**config.mk**
```make
export PLATFORM = sky130hd
export DESIGN_NAME = voxel_ray_traversal
export DESIGN_NICKNAME = d
export VERILOG_FILES = /design/src/rtl/vrt_pkg.sv /design/src/rtl/vrt_queue.sv /design/src/rtl/vrt_engine.sv /design/src/rtl/voxel_ray_traversal.sv
export SDC_FILE = /design/constraint.sdc
export NUM_CORES = 2
export LEC_CHECK = 0
export CAP_MARGIN = 30
export CELL_PAD_IN_SITES_DETAIL_PLACEMENT = 1
export CELL_PAD_IN_SITES_GLOBAL_PLACEMENT = 2
export CORE_MARGIN = 2
export CORE_UTILIZATION = 25
export DETAILED_ROUTE_END_ITERATION = 10
export DONT_BUFFER_PORTS = 1
export HOLD_SLACK_MARGIN = 0.03
export PLACE_DENSITY = 0.52
export SLEW_MARGIN = 20
export SYNTH_ARGS = -nofsm -noshare
export SYNTH_HDL_FRONTEND = slang
export SYNTH_SLANG_ARGS = --single-unit
```
**constraint.sdc**
```tcl
create_clock -name clk -period 13.4 [get_ports clk]
set_clock_uncertainty 0.2 [all_clocks]
set_input_delay 0.67 -clock clk [delete_from_list [all_inputs] [get_ports clk]]
set_output_delay 0.67 -clock clk [all_outputs]
set_load 0.03 [all_outputs]
```
**src/rtl/vrt_pkg.sv**
```systemverilog
// Shared types and constants for the voxel ray traversal block.
`default_nettype none
package vrt_pkg;
    localparam logic [31:0] SAT32 = 32'hFFFF_FFFF;
    localparam logic [19:0] MAX_DIST_RESET = 20'd393216;
    localparam logic FUNC_START = 1'b0;
    localparam logic FUNC_ANSWER = 1'b1;
    localparam logic [2:0] FACE_PX = 3'd0;

    typedef struct packed {
        logic        func;
        logic [31:0] origin_x;
        logic [31:0] origin_y;
        logic [31:0] origin_z;
        logic [15:0] dir_x;
        logic [15:0] dir_y;
        logic [15:0] dir_z;
        logic        solid;
    } req_t;

    localparam int REQ_W = $bits(req_t);
endpackage
`default_nettype wire

```
**src/rtl/vrt_queue.sv**
```systemverilog
// Two-entry request queue between the front end and the traversal engine.
`default_nettype none
module vrt_queue (
    input  wire logic                 clk,
    input  wire logic                 rst_n,
    input  wire logic                 in_valid,
    output logic                      in_stall,
    input  wire vrt_pkg::req_t        in_data,
    output logic                      out_valid,
    input  wire logic                 out_take,
    output vrt_pkg::req_t             out_data
);
    vrt_pkg::req_t mem_reg [2];
    logic          wptr_reg;
    logic          rptr_reg;
    logic [1:0]    cnt_reg;
    logic          push;
    logic          pop;

    assign in_stall  = (cnt_reg == 2'd2);
    assign out_valid = (cnt_reg != 2'd0);
    assign out_data  = mem_reg[rptr_reg];
    assign push      = in_valid && !in_stall;
    assign pop       = out_valid && out_take;

    always_ff @(posedge clk)
    begin
        if (push)
        begin
            mem_reg[wptr_reg] <= in_data;
        end
    end

    always_ff @(posedge clk or negedge rst_n)
    begin
        if (!rst_n)
        begin
            wptr_reg <= 1'b0;
            rptr_reg <= 1'b0;
            cnt_reg  <= 2'd0;
        end
        else
        begin
            if (push)
            begin
                wptr_reg <= ~wptr_reg;
            end
            if (pop)
            begin
                rptr_reg <= ~rptr_reg;
            end
            cnt_reg <= cnt_reg + {1'b0, push} - {1'b0, pop};
        end
    end
endmodule
`default_nettype wire

```
**src/rtl/vrt_engine.sv**
```systemverilog
// Traversal engine: ray setup (sqrt, divides) and per-answer voxel stepping.
`default_nettype none
module vrt_engine (
    input  wire logic                 clk,
    input  wire logic                 rst_n,
    input  wire logic                 req_valid,
    output logic                      req_take,
    input  wire vrt_pkg::req_t        req,
    input  wire logic [19:0]          max_distance,
    output logic                      out_valid,
    input  wire logic                 out_stall,
    output logic [23:0]               voxel_x,
    output logic [23:0]               voxel_y,
    output logic [23:0]               voxel_z,
    output logic [2:0]                face,
    output logic                      found,
    output logic                      done_res
);
    typedef enum logic [6:0] {
        ST_IDLE  = 7'b0000001,
        ST_SQRT  = 7'b0000010,
        ST_DIV   = 7'b0000100,
        ST_MUL   = 7'b0001000,
        ST_PICK  = 7'b0010000,
        ST_STEP  = 7'b0100000,
        ST_OUT   = 7'b1000000
    } state_t;

    state_t       state_reg;
    logic [23:0]  vox_reg   [3];
    logic [31:0]  nc_reg    [3];
    logic [31:0]  cs_reg    [3];
    logic [2:0]   neg_reg;
    logic [15:0]  mag_reg   [3];
    logic [7:0]   frac_reg  [3];
    logic [31:0]  trav_reg;
    logic [2:0]   eface_reg;
    logic         active_reg;
    logic [1:0]   ax_reg;
    logic [1:0]   idx_reg;

    // sqrt working regs: 68 bits wide, v up to 65 bits
    logic [67:0]  sq_v_reg;
    logic [67:0]  sq_r_reg;
    logic [67:0]  sq_bit_reg;
    logic [33:0]  len_reg;

    // divider: len (34b) / mag (16b), restoring, one bit per cycle
    logic [33:0]  dq_reg;
    logic [16:0]  drem_reg;
    logic [5:0]   dcnt_reg;

    logic [23:0]  ovx_reg, ovy_reg, ovz_reg;
    logic [2:0]   oface_reg;
    logic         ofound_reg, odone_reg, ovalid_reg;

    logic [16:0]  dtrial;
    logic [16:0]  dsh;
    logic [67:0]  sq_sum;
    logic [32:0]  nc_sum;
    logic [8:0]   dist_frac;
    logic [40:0]  prod;
    logic [32:0]  len2;
    logic [15:0]  rmag_x, rmag_y, rmag_z;
    logic [31:0]  sqx, sqy, sqz;

    assign rmag_x = req.dir_x[15] ? 16'(-req.dir_x) : req.dir_x;
    assign rmag_y = req.dir_y[15] ? 16'(-req.dir_y) : req.dir_y;
    assign rmag_z = req.dir_z[15] ? 16'(-req.dir_z) : req.dir_z;
    assign sqx    = {16'd0, rmag_x} * {16'd0, rmag_x};
    assign sqy    = {16'd0, rmag_y} * {16'd0, rmag_y};
    assign sqz    = {16'd0, rmag_z} * {16'd0, rmag_z};
    assign len2   = {1'b0, sqx} + {1'b0, sqy} + {1'b0, sqz};
    assign dsh    = {drem_reg[15:0], dq_reg[33]};
    assign dtrial = dsh - {1'b0, mag_reg[idx_reg]};
    assign sq_sum = sq_r_reg + sq_bit_reg;
    assign dist_frac = neg_reg[idx_reg] ? {1'b0, frac_reg[idx_reg]}
                                        : 9'd256 - {1'b0, frac_reg[idx_reg]};
    assign prod   = dist_frac * cs_reg[idx_reg];
    assign nc_sum = {1'b0, nc_reg[ax_reg]} + {1'b0, cs_reg[ax_reg]};

    assign req_take  = (state_reg == ST_IDLE) && req_valid && !ovalid_reg;
    assign out_valid = ovalid_reg;
    assign voxel_x   = ovx_reg;
    assign voxel_y   = ovy_reg;
    assign voxel_z   = ovz_reg;
    assign face      = oface_reg;
    assign found     = ofound_reg;
    assign done_res  = odone_reg;

    always_ff @(posedge clk)
    begin
        unique case (state_reg)
            ST_IDLE:
            begin
                if (req_take && req.func == vrt_pkg::FUNC_START)
                begin
                    neg_reg <= {req.dir_z[15], req.dir_y[15], req.dir_x[15]};
                    mag_reg[0] <= rmag_x;
                    mag_reg[1] <= rmag_y;
                    mag_reg[2] <= rmag_z;
                    vox_reg[0] <= req.origin_x[31:8];
                    vox_reg[1] <= req.origin_y[31:8];
                    vox_reg[2] <= req.origin_z[31:8];
                    frac_reg[0] <= req.origin_x[7:0];
                    frac_reg[1] <= req.origin_y[7:0];
                    frac_reg[2] <= req.origin_z[7:0];
                    eface_reg  <= vrt_pkg::FACE_PX;
                    sq_v_reg   <= {3'd0, len2, 32'd0};
                    sq_bit_reg <= {2'b01, 66'd0};
                    sq_r_reg   <= '0;
                end
            end
            ST_SQRT:
            begin
                if (sq_bit_reg != '0)
                begin
                    if (sq_v_reg >= sq_sum)
                    begin
                        sq_v_reg <= sq_v_reg - sq_sum;
                        sq_r_reg <= (sq_r_reg >> 1) + sq_bit_reg;
                    end
                    else
                    begin
                        sq_r_reg <= sq_r_reg >> 1;
                    end
                    sq_bit_reg <= sq_bit_reg >> 2;
                end
                else
                begin
                    len_reg  <= sq_r_reg[33:0];
                    dq_reg   <= sq_r_reg[33:0];
                    drem_reg <= '0;
                    dcnt_reg <= '0;
                end
            end
            ST_DIV:
            begin
                if (dcnt_reg != 6'd34)
                begin
                    if (!dtrial[16])
                    begin
                        drem_reg <= dtrial;
                        dq_reg   <= {dq_reg[32:0], 1'b1};
                    end
                    else
                    begin
                        drem_reg <= dsh;
                        dq_reg   <= {dq_reg[32:0], 1'b0};
                    end
                    dcnt_reg <= dcnt_reg + 6'd1;
                end
                else
                begin
                    if (mag_reg[idx_reg] == '0 || dq_reg[33:32] != 2'b00)
                    begin
                        cs_reg[idx_reg] <= vrt_pkg::SAT32;
                    end
                    else
                    begin
                        cs_reg[idx_reg] <= dq_reg[31:0];
                    end
                end
            end
            ST_MUL:
            begin
                nc_reg[idx_reg] <= (prod[40] != 1'b0) ? vrt_pkg::SAT32 : prod[39:8];
                dq_reg   <= len_reg;
                drem_reg <= '0;
                dcnt_reg <= '0;
            end
            ST_PICK:
            begin
                if (nc_reg[0] < nc_reg[1] && nc_reg[0] < nc_reg[2])
                begin
                    ax_reg <= 2'd0;
                end
                else if (nc_reg[1] < nc_reg[2])
                begin
                    ax_reg <= 2'd1;
                end
                else
                begin
                    ax_reg <= 2'd2;
                end
            end
            ST_STEP:
            begin
                trav_reg <= nc_reg[ax_reg];
                nc_reg[ax_reg] <= nc_sum[32] ? vrt_pkg::SAT32 : nc_sum[31:0];
                if (neg_reg[ax_reg])
                begin
                    vox_reg[ax_reg] <= vox_reg[ax_reg] - 24'd1;
                    eface_reg <= {ax_reg, 1'b0};
                end
                else
                begin
                    vox_reg[ax_reg] <= vox_reg[ax_reg] + 24'd1;
                    eface_reg <= {ax_reg, 1'b1};
                end
            end
            ST_OUT:
            begin
            end
            default:
            begin
            end
        endcase
    end

    always_ff @(posedge clk or negedge rst_n)
    begin
        if (!rst_n)
        begin
            state_reg  <= ST_IDLE;
            active_reg <= 1'b0;
            ovalid_reg <= 1'b0;
            idx_reg    <= 2'd0;
            ovx_reg <= '0; ovy_reg <= '0; ovz_reg <= '0;
            oface_reg <= '0; ofound_reg <= 1'b0; odone_reg <= 1'b0;
        end
        else
        begin
            if (ovalid_reg && !out_stall)
            begin
                ovalid_reg <= 1'b0;
            end
            unique case (state_reg)
                ST_IDLE:
                begin
                    if (req_take)
                    begin
                        if (req.func == vrt_pkg::FUNC_START)
                        begin
                            active_reg <= 1'b1;
                            idx_reg    <= 2'd0;
                            state_reg  <= ST_SQRT;
                        end
                        else if (!active_reg)
                        begin
                            ovalid_reg <= 1'b1;
                            ovx_reg <= '0; ovy_reg <= '0; ovz_reg <= '0;
                            oface_reg <= vrt_pkg::FACE_PX;
                            ofound_reg <= 1'b0; odone_reg <= 1'b1;
                        end
                        else if (req.solid)
                        begin
                            active_reg <= 1'b0;
                            ovalid_reg <= 1'b1;
                            ovx_reg <= vox_reg[0]; ovy_reg <= vox_reg[1];
                            ovz_reg <= vox_reg[2];
                            oface_reg <= eface_reg;
                            ofound_reg <= 1'b1; odone_reg <= 1'b1;
                        end
                        else
                        begin
                            state_reg <= ST_PICK;
                        end
                    end
                end
                ST_SQRT:
                begin
                    if (sq_bit_reg == '0)
                    begin
                        state_reg <= ST_DIV;
                    end
                end
                ST_DIV:
                begin
                    if (dcnt_reg == 6'd34)
                    begin
                        state_reg <= ST_MUL;
                    end
                end
                ST_MUL:
                begin
                    if (idx_reg == 2'd2)
                    begin
                        state_reg <= ST_OUT;
                    end
                    else
                    begin
                        idx_reg   <= idx_reg + 2'd1;
                        state_reg <= ST_DIV;
                    end
                end
                ST_PICK:
                begin
                    state_reg <= ST_STEP;
                end
                ST_STEP:
                begin
                    state_reg <= ST_OUT;
                end
                ST_OUT:
                begin
                    if (!ovalid_reg)
                    begin
                        ovalid_reg <= 1'b1;
                        state_reg  <= ST_IDLE;
                        oface_reg  <= vrt_pkg::FACE_PX;
                        ofound_reg <= 1'b0;
                        if ((idx_reg == 2'd2 && max_distance == '0)
                            || (idx_reg != 2'd2 && trav_reg >= {12'd0, max_distance}))
                        begin
                            active_reg <= 1'b0;
                            ovx_reg <= '0; ovy_reg <= '0; ovz_reg <= '0;
                            odone_reg <= 1'b1;
                        end
                        else
                        begin
                            ovx_reg <= vox_reg[0]; ovy_reg <= vox_reg[1];
                            ovz_reg <= vox_reg[2];
                            odone_reg <= 1'b0;
                        end
                        idx_reg <= 2'd0;
                    end
                end
                default:
                begin
                    state_reg <= ST_IDLE;
                end
            endcase
        end
    end
endmodule
`default_nettype wire

```
**src/rtl/voxel_ray_traversal.sv**
```systemverilog
// Top level: APB register, request queue and traversal engine.
// Answer requests: when a step is taken, the request passes from the queue through
// the pick, step and output states; a solid answer or one with no ray is answered from idle.
// Start requests: set up by the bit-serial square root and then three 34-step restoring
// divides sharing one divider, each followed by the multiply.
// One request is worked at a time and none is taken while a result waits; the
// two-entry queue takes requests meanwhile. Reset (rst_n, async low) clears
// control state and sets max_distance to 6.0.
`default_nettype none
module voxel_ray_traversal (
    input  wire logic         clk,
    input  wire logic         rst_n,
    input  wire logic         psel,
    input  wire logic         penable,
    input  wire logic         pwrite,
    input  wire logic [1:0]   paddr,
    input  wire logic [31:0]  pwdata,
    output logic [31:0]       prdata,
    output logic              pready,
    input  wire logic         in_valid,
    output logic              in_stall,
    input  wire logic         func,
    input  wire logic [31:0]  origin_x,
    input  wire logic [31:0]  origin_y,
    input  wire logic [31:0]  origin_z,
    input  wire logic [15:0]  dir_x,
    input  wire logic [15:0]  dir_y,
    input  wire logic [15:0]  dir_z,
    input  wire logic         solid,
    output logic              out_valid,
    input  wire logic         out_stall,
    output logic [23:0]       voxel_x,
    output logic [23:0]       voxel_y,
    output logic [23:0]       voxel_z,
    output logic [2:0]        face,
    output logic              found,
    output logic              done_res
);
    logic [19:0]    maxd_reg;
    vrt_pkg::req_t  in_req;
    vrt_pkg::req_t  q_req;
    logic           q_valid;
    logic           q_take;

    assign pready = 1'b1;
    assign prdata = (paddr == 2'd0) ? {12'd0, maxd_reg} : 32'd0;

    always_ff @(posedge clk or negedge rst_n)
    begin
        if (!rst_n)
        begin
            maxd_reg <= vrt_pkg::MAX_DIST_RESET;
        end
        else if (psel && penable && pwrite && paddr == 2'd0)
        begin
            maxd_reg <= pwdata[19:0];
        end
    end

    assign in_req = '{func: func, origin_x: origin_x, origin_y: origin_y,
                      origin_z: origin_z, dir_x: dir_x, dir_y: dir_y,
                      dir_z: dir_z, solid: solid};

    vrt_queue u_queue (
        .clk(clk), .rst_n(rst_n),
        .in_valid(in_valid), .in_stall(in_stall), .in_data(in_req),
        .out_valid(q_valid), .out_take(q_take), .out_data(q_req)
    );

    vrt_engine u_engine (
        .clk(clk), .rst_n(rst_n),
        .req_valid(q_valid), .req_take(q_take), .req(q_req),
        .max_distance(maxd_reg),
        .out_valid(out_valid), .out_stall(out_stall),
        .voxel_x(voxel_x), .voxel_y(voxel_y), .voxel_z(voxel_z),
        .face(face), .found(found), .done_res(done_res)
    );
endmodule
`default_nettype wire
```
==> metrics.csv <==
stage;metric;value;unit
status;status;completed;
timing;tightestPinTransition;1.00;ns
cts;cts_htree_levels;4;
critical_path;crit_family;adder cells;
route;via_per_inst;4.62;
yosys;yosys_warnings;0;
cells_and_area;area_growth;14.6;%
yosys;synth_top_area_share;0.337;
floorplanning;start_util;0.251;
critical_path;path_common_cell;fa_1;
timing;setup_viol;0;
critical_path;cp_max_fo;40;
timing;whs;0.198;ns
cts;clock_path_buffers;4;
cts;numCtsBuffers;146;
yosys;synth.cell_area;87800;um^2
critical_path;r2r_slack;1.28;ns
critical_path;end_kind;register;
place;hpwlAfterDp;229000;um
timing;period_minus_slack;12.12;ns
flow_run;max_cap_viol_count;0;
cts;cts_sinks;1098;
critical_path;cp_num_buf_inv;8;
cells_and_area;nets;10100;
min_path;min_path_cells;1;
yosys;synthArstFlopShare;0.102;
floorplanning;row_count;217;
yosys;synth_seq_cells;1098;
critical_path;reg2reg_from;u_queue.rptr_reg;
route;wl;290000;um
floorplanning;die_w;596;um
cts;cts-root-buf;clkbuf_16;
cts;clock_latency;0.85;ns
grt;grt_use_total;0.163;
timing;fin_crit_sh;0.904;
critical_path;arrival;12.38;ns
cts;cts_tree;yes;
route;drc_errors;0;
grt;grt_first_pass_wirelength;439000;um
route;via_count;60700;
cells_and_area;largest_register_ffs;292;
min_path;holdCritStartpoint;in_valid;
critical_path;worstReg2RegEnd;u_engine.sq_v_reg[58];
cts;path_clk_slew;0.06;ns
cts;cts_resized;0;
grt;first_global_vias;67400;
yosys;synth_most_common_cell;inv_1;
timing;max_freq;82.5;MHz
yosys;synthFlopType;edfxtp_1;
route;drt_iter0_markers;2895;
place;io_buffers;0;
cells_and_area;fin_util;0.288;
critical_path;reg2reg_depth;33;
critical_path;max_stage_delay;0.86;ns
route;routedWlPerCell;22.1;um
yosys;syn_area_per_cell;10.7;um^2
yosys;yosys-top-cells-count;inv_1 (1,194), edfxtp_1 (984), fa_1 (829);
floorplanning;core_area;349000;um^2
cells_and_area;post_route_cells_drive_above_1_share;0.0659;
route;ant_nets;0;
critical_path;cp_slowest_cell;dfrtp_4;
route;drtPass1Iterations;6;
yosys;netlist-cell-type-count;96;
grt;antenna_found_initial;35;
yosys;synthTopCellsByArea;edfxtp_1 (34%), fa_1 (19%), ha_1 (9.2%);
floorplanning;dieArea;356000;um^2
min_path;hold_end;u_queue.mem_reg[1][58];
floorplanning;die_h;596;um
critical_path;setup.worst_path.class;register to register;
place;gp_congestion;0.815;
yosys;synth_top_area_cell;edfxtp_1;
yosys;syn_inst;8165;
grt;grt_start_max_net_pins;130;
min_path;hold_path.class;input port to register;
timing;tns;0;ns
yosys;synth-edff-count;984;
timing;hold_viol_final;0;
yosys;ys_seq_area_frac;0.369;
critical_path;start_kind;register;
grt;grt_overflow;0;
floorplanning;ios;299;
timing;report.final.slew_viol_count;0;
critical_path;cp.required;13.67;ns
timing;grt_setup_unrepaired;no;
timing;relSlewSlack;0.330;
==> cell usage in the layout, fill, tap and decap left out, types with 26 or more instances in the layout <==
cell and n:
clkbuf_16 147, o21ai_1 33, a21oi_1 363, or3_1 26, a31oi_1 74, clkbuf_1 29, xor2_1 160, o21bai_1 52
edfxtp_1 984, a211oi_1 72, o21a_1 67, nor2b_1 77, a21o_1 163, nor4_1 42, nand4_1 68, mux2_2 31
a22oi_1 37, mux4_2 56, conb_1 51, nand2_1 796, and2_1 73, dfrtp_1 106, mux2i_1 187, nand2b_1 80
dlygate4sd3_1 169, fa_1 829, and3_1 33, inv_1 1191, clkinv_1 39, nor3_1 81, a22o_1 72, nand3_1 59
xnor2_1 175, ha_1 643, nor2_1 612, o21ai_0 309, buf_4 138
==> how the worst max path moves through the flow <==
stage | endpoint | start | slack, ns | cells after the start
floorplan | u_engine.sq_v_reg[0] | u_engine.state_reg[6] | 2.47 | 8
global placement | u_engine.sq_v_reg[64] | u_queue.rptr_reg | 1.59 | 35
detailed placement | u_engine.sq_v_reg[58] | u_queue.rptr_reg | 1.48 | 33
CTS | u_engine.sq_v_reg[58] | u_queue.rptr_reg | 1.35 | 33
global route | u_engine.sq_v_reg[64] | u_queue.rptr_reg | 0.68 | 33
finish | u_engine.sq_v_reg[58] | u_queue.rptr_reg | 1.28 | 33
==> metal layers <==
metal,global-route usage,routed length (um),vias up
met5,0,174,-
met4,0.0300,5230,24
met3,0.0230,10900,289
met2,0.285,142000,811
met1,0.214,132000,31300
li1,-,-,28300
==> final cells by class <==
cell class                      count  area [um^2]
Clock buffer                      184         3900
Inverter                         1212         4550
Multi-Input combinational cell   5622        50100
Antenna cell                       15         37.5
Tap cell                         4599         5750
Sequential cell                  1098        32400
Timing Repair Buffer              325         2920
Fill cell                       38900       249000
Clock inverter                     75          825
==> through the flow <==
stage          std cells  instance area (um^2)  setup WS [ns]
2_1_floorplan       8214                 87900           2.47
3_3_place_gp       12700                 93900           1.59
3_5_place_dp       12700                 94000           1.48
4_1_cts            13100                100000           1.35
5_1_grt            13100                101000          0.675
6_report           13100                101000           1.28
==> logic make-up (layout without fill, tap and decap cells) <==
family                   count (synthesis)  in the layout  synth area share
other                                    2             66         0.0000856
buffers and inverters                 1494           1796            0.0651
AND/OR/NAND/NOR                       2038           2038             0.105
multiplexers                           279            279            0.0403
AO/OA/AOI/OAI                         1438           1438             0.106
XOR/XNOR                               344            344            0.0343
adder cells (fa/ha/maj)               1472           1472             0.281
flip-flops                            1098           1098             0.369
==> what timing repair did <==
item,in CTS,in global routing
hold buffers,170,0
buffers inserted,0,0
hold endpoints to repair,427,0
Power is left out: the tool's default activity adds up to more than one toggle a clock period on the data nets, which glitch-free logic cannot reach.
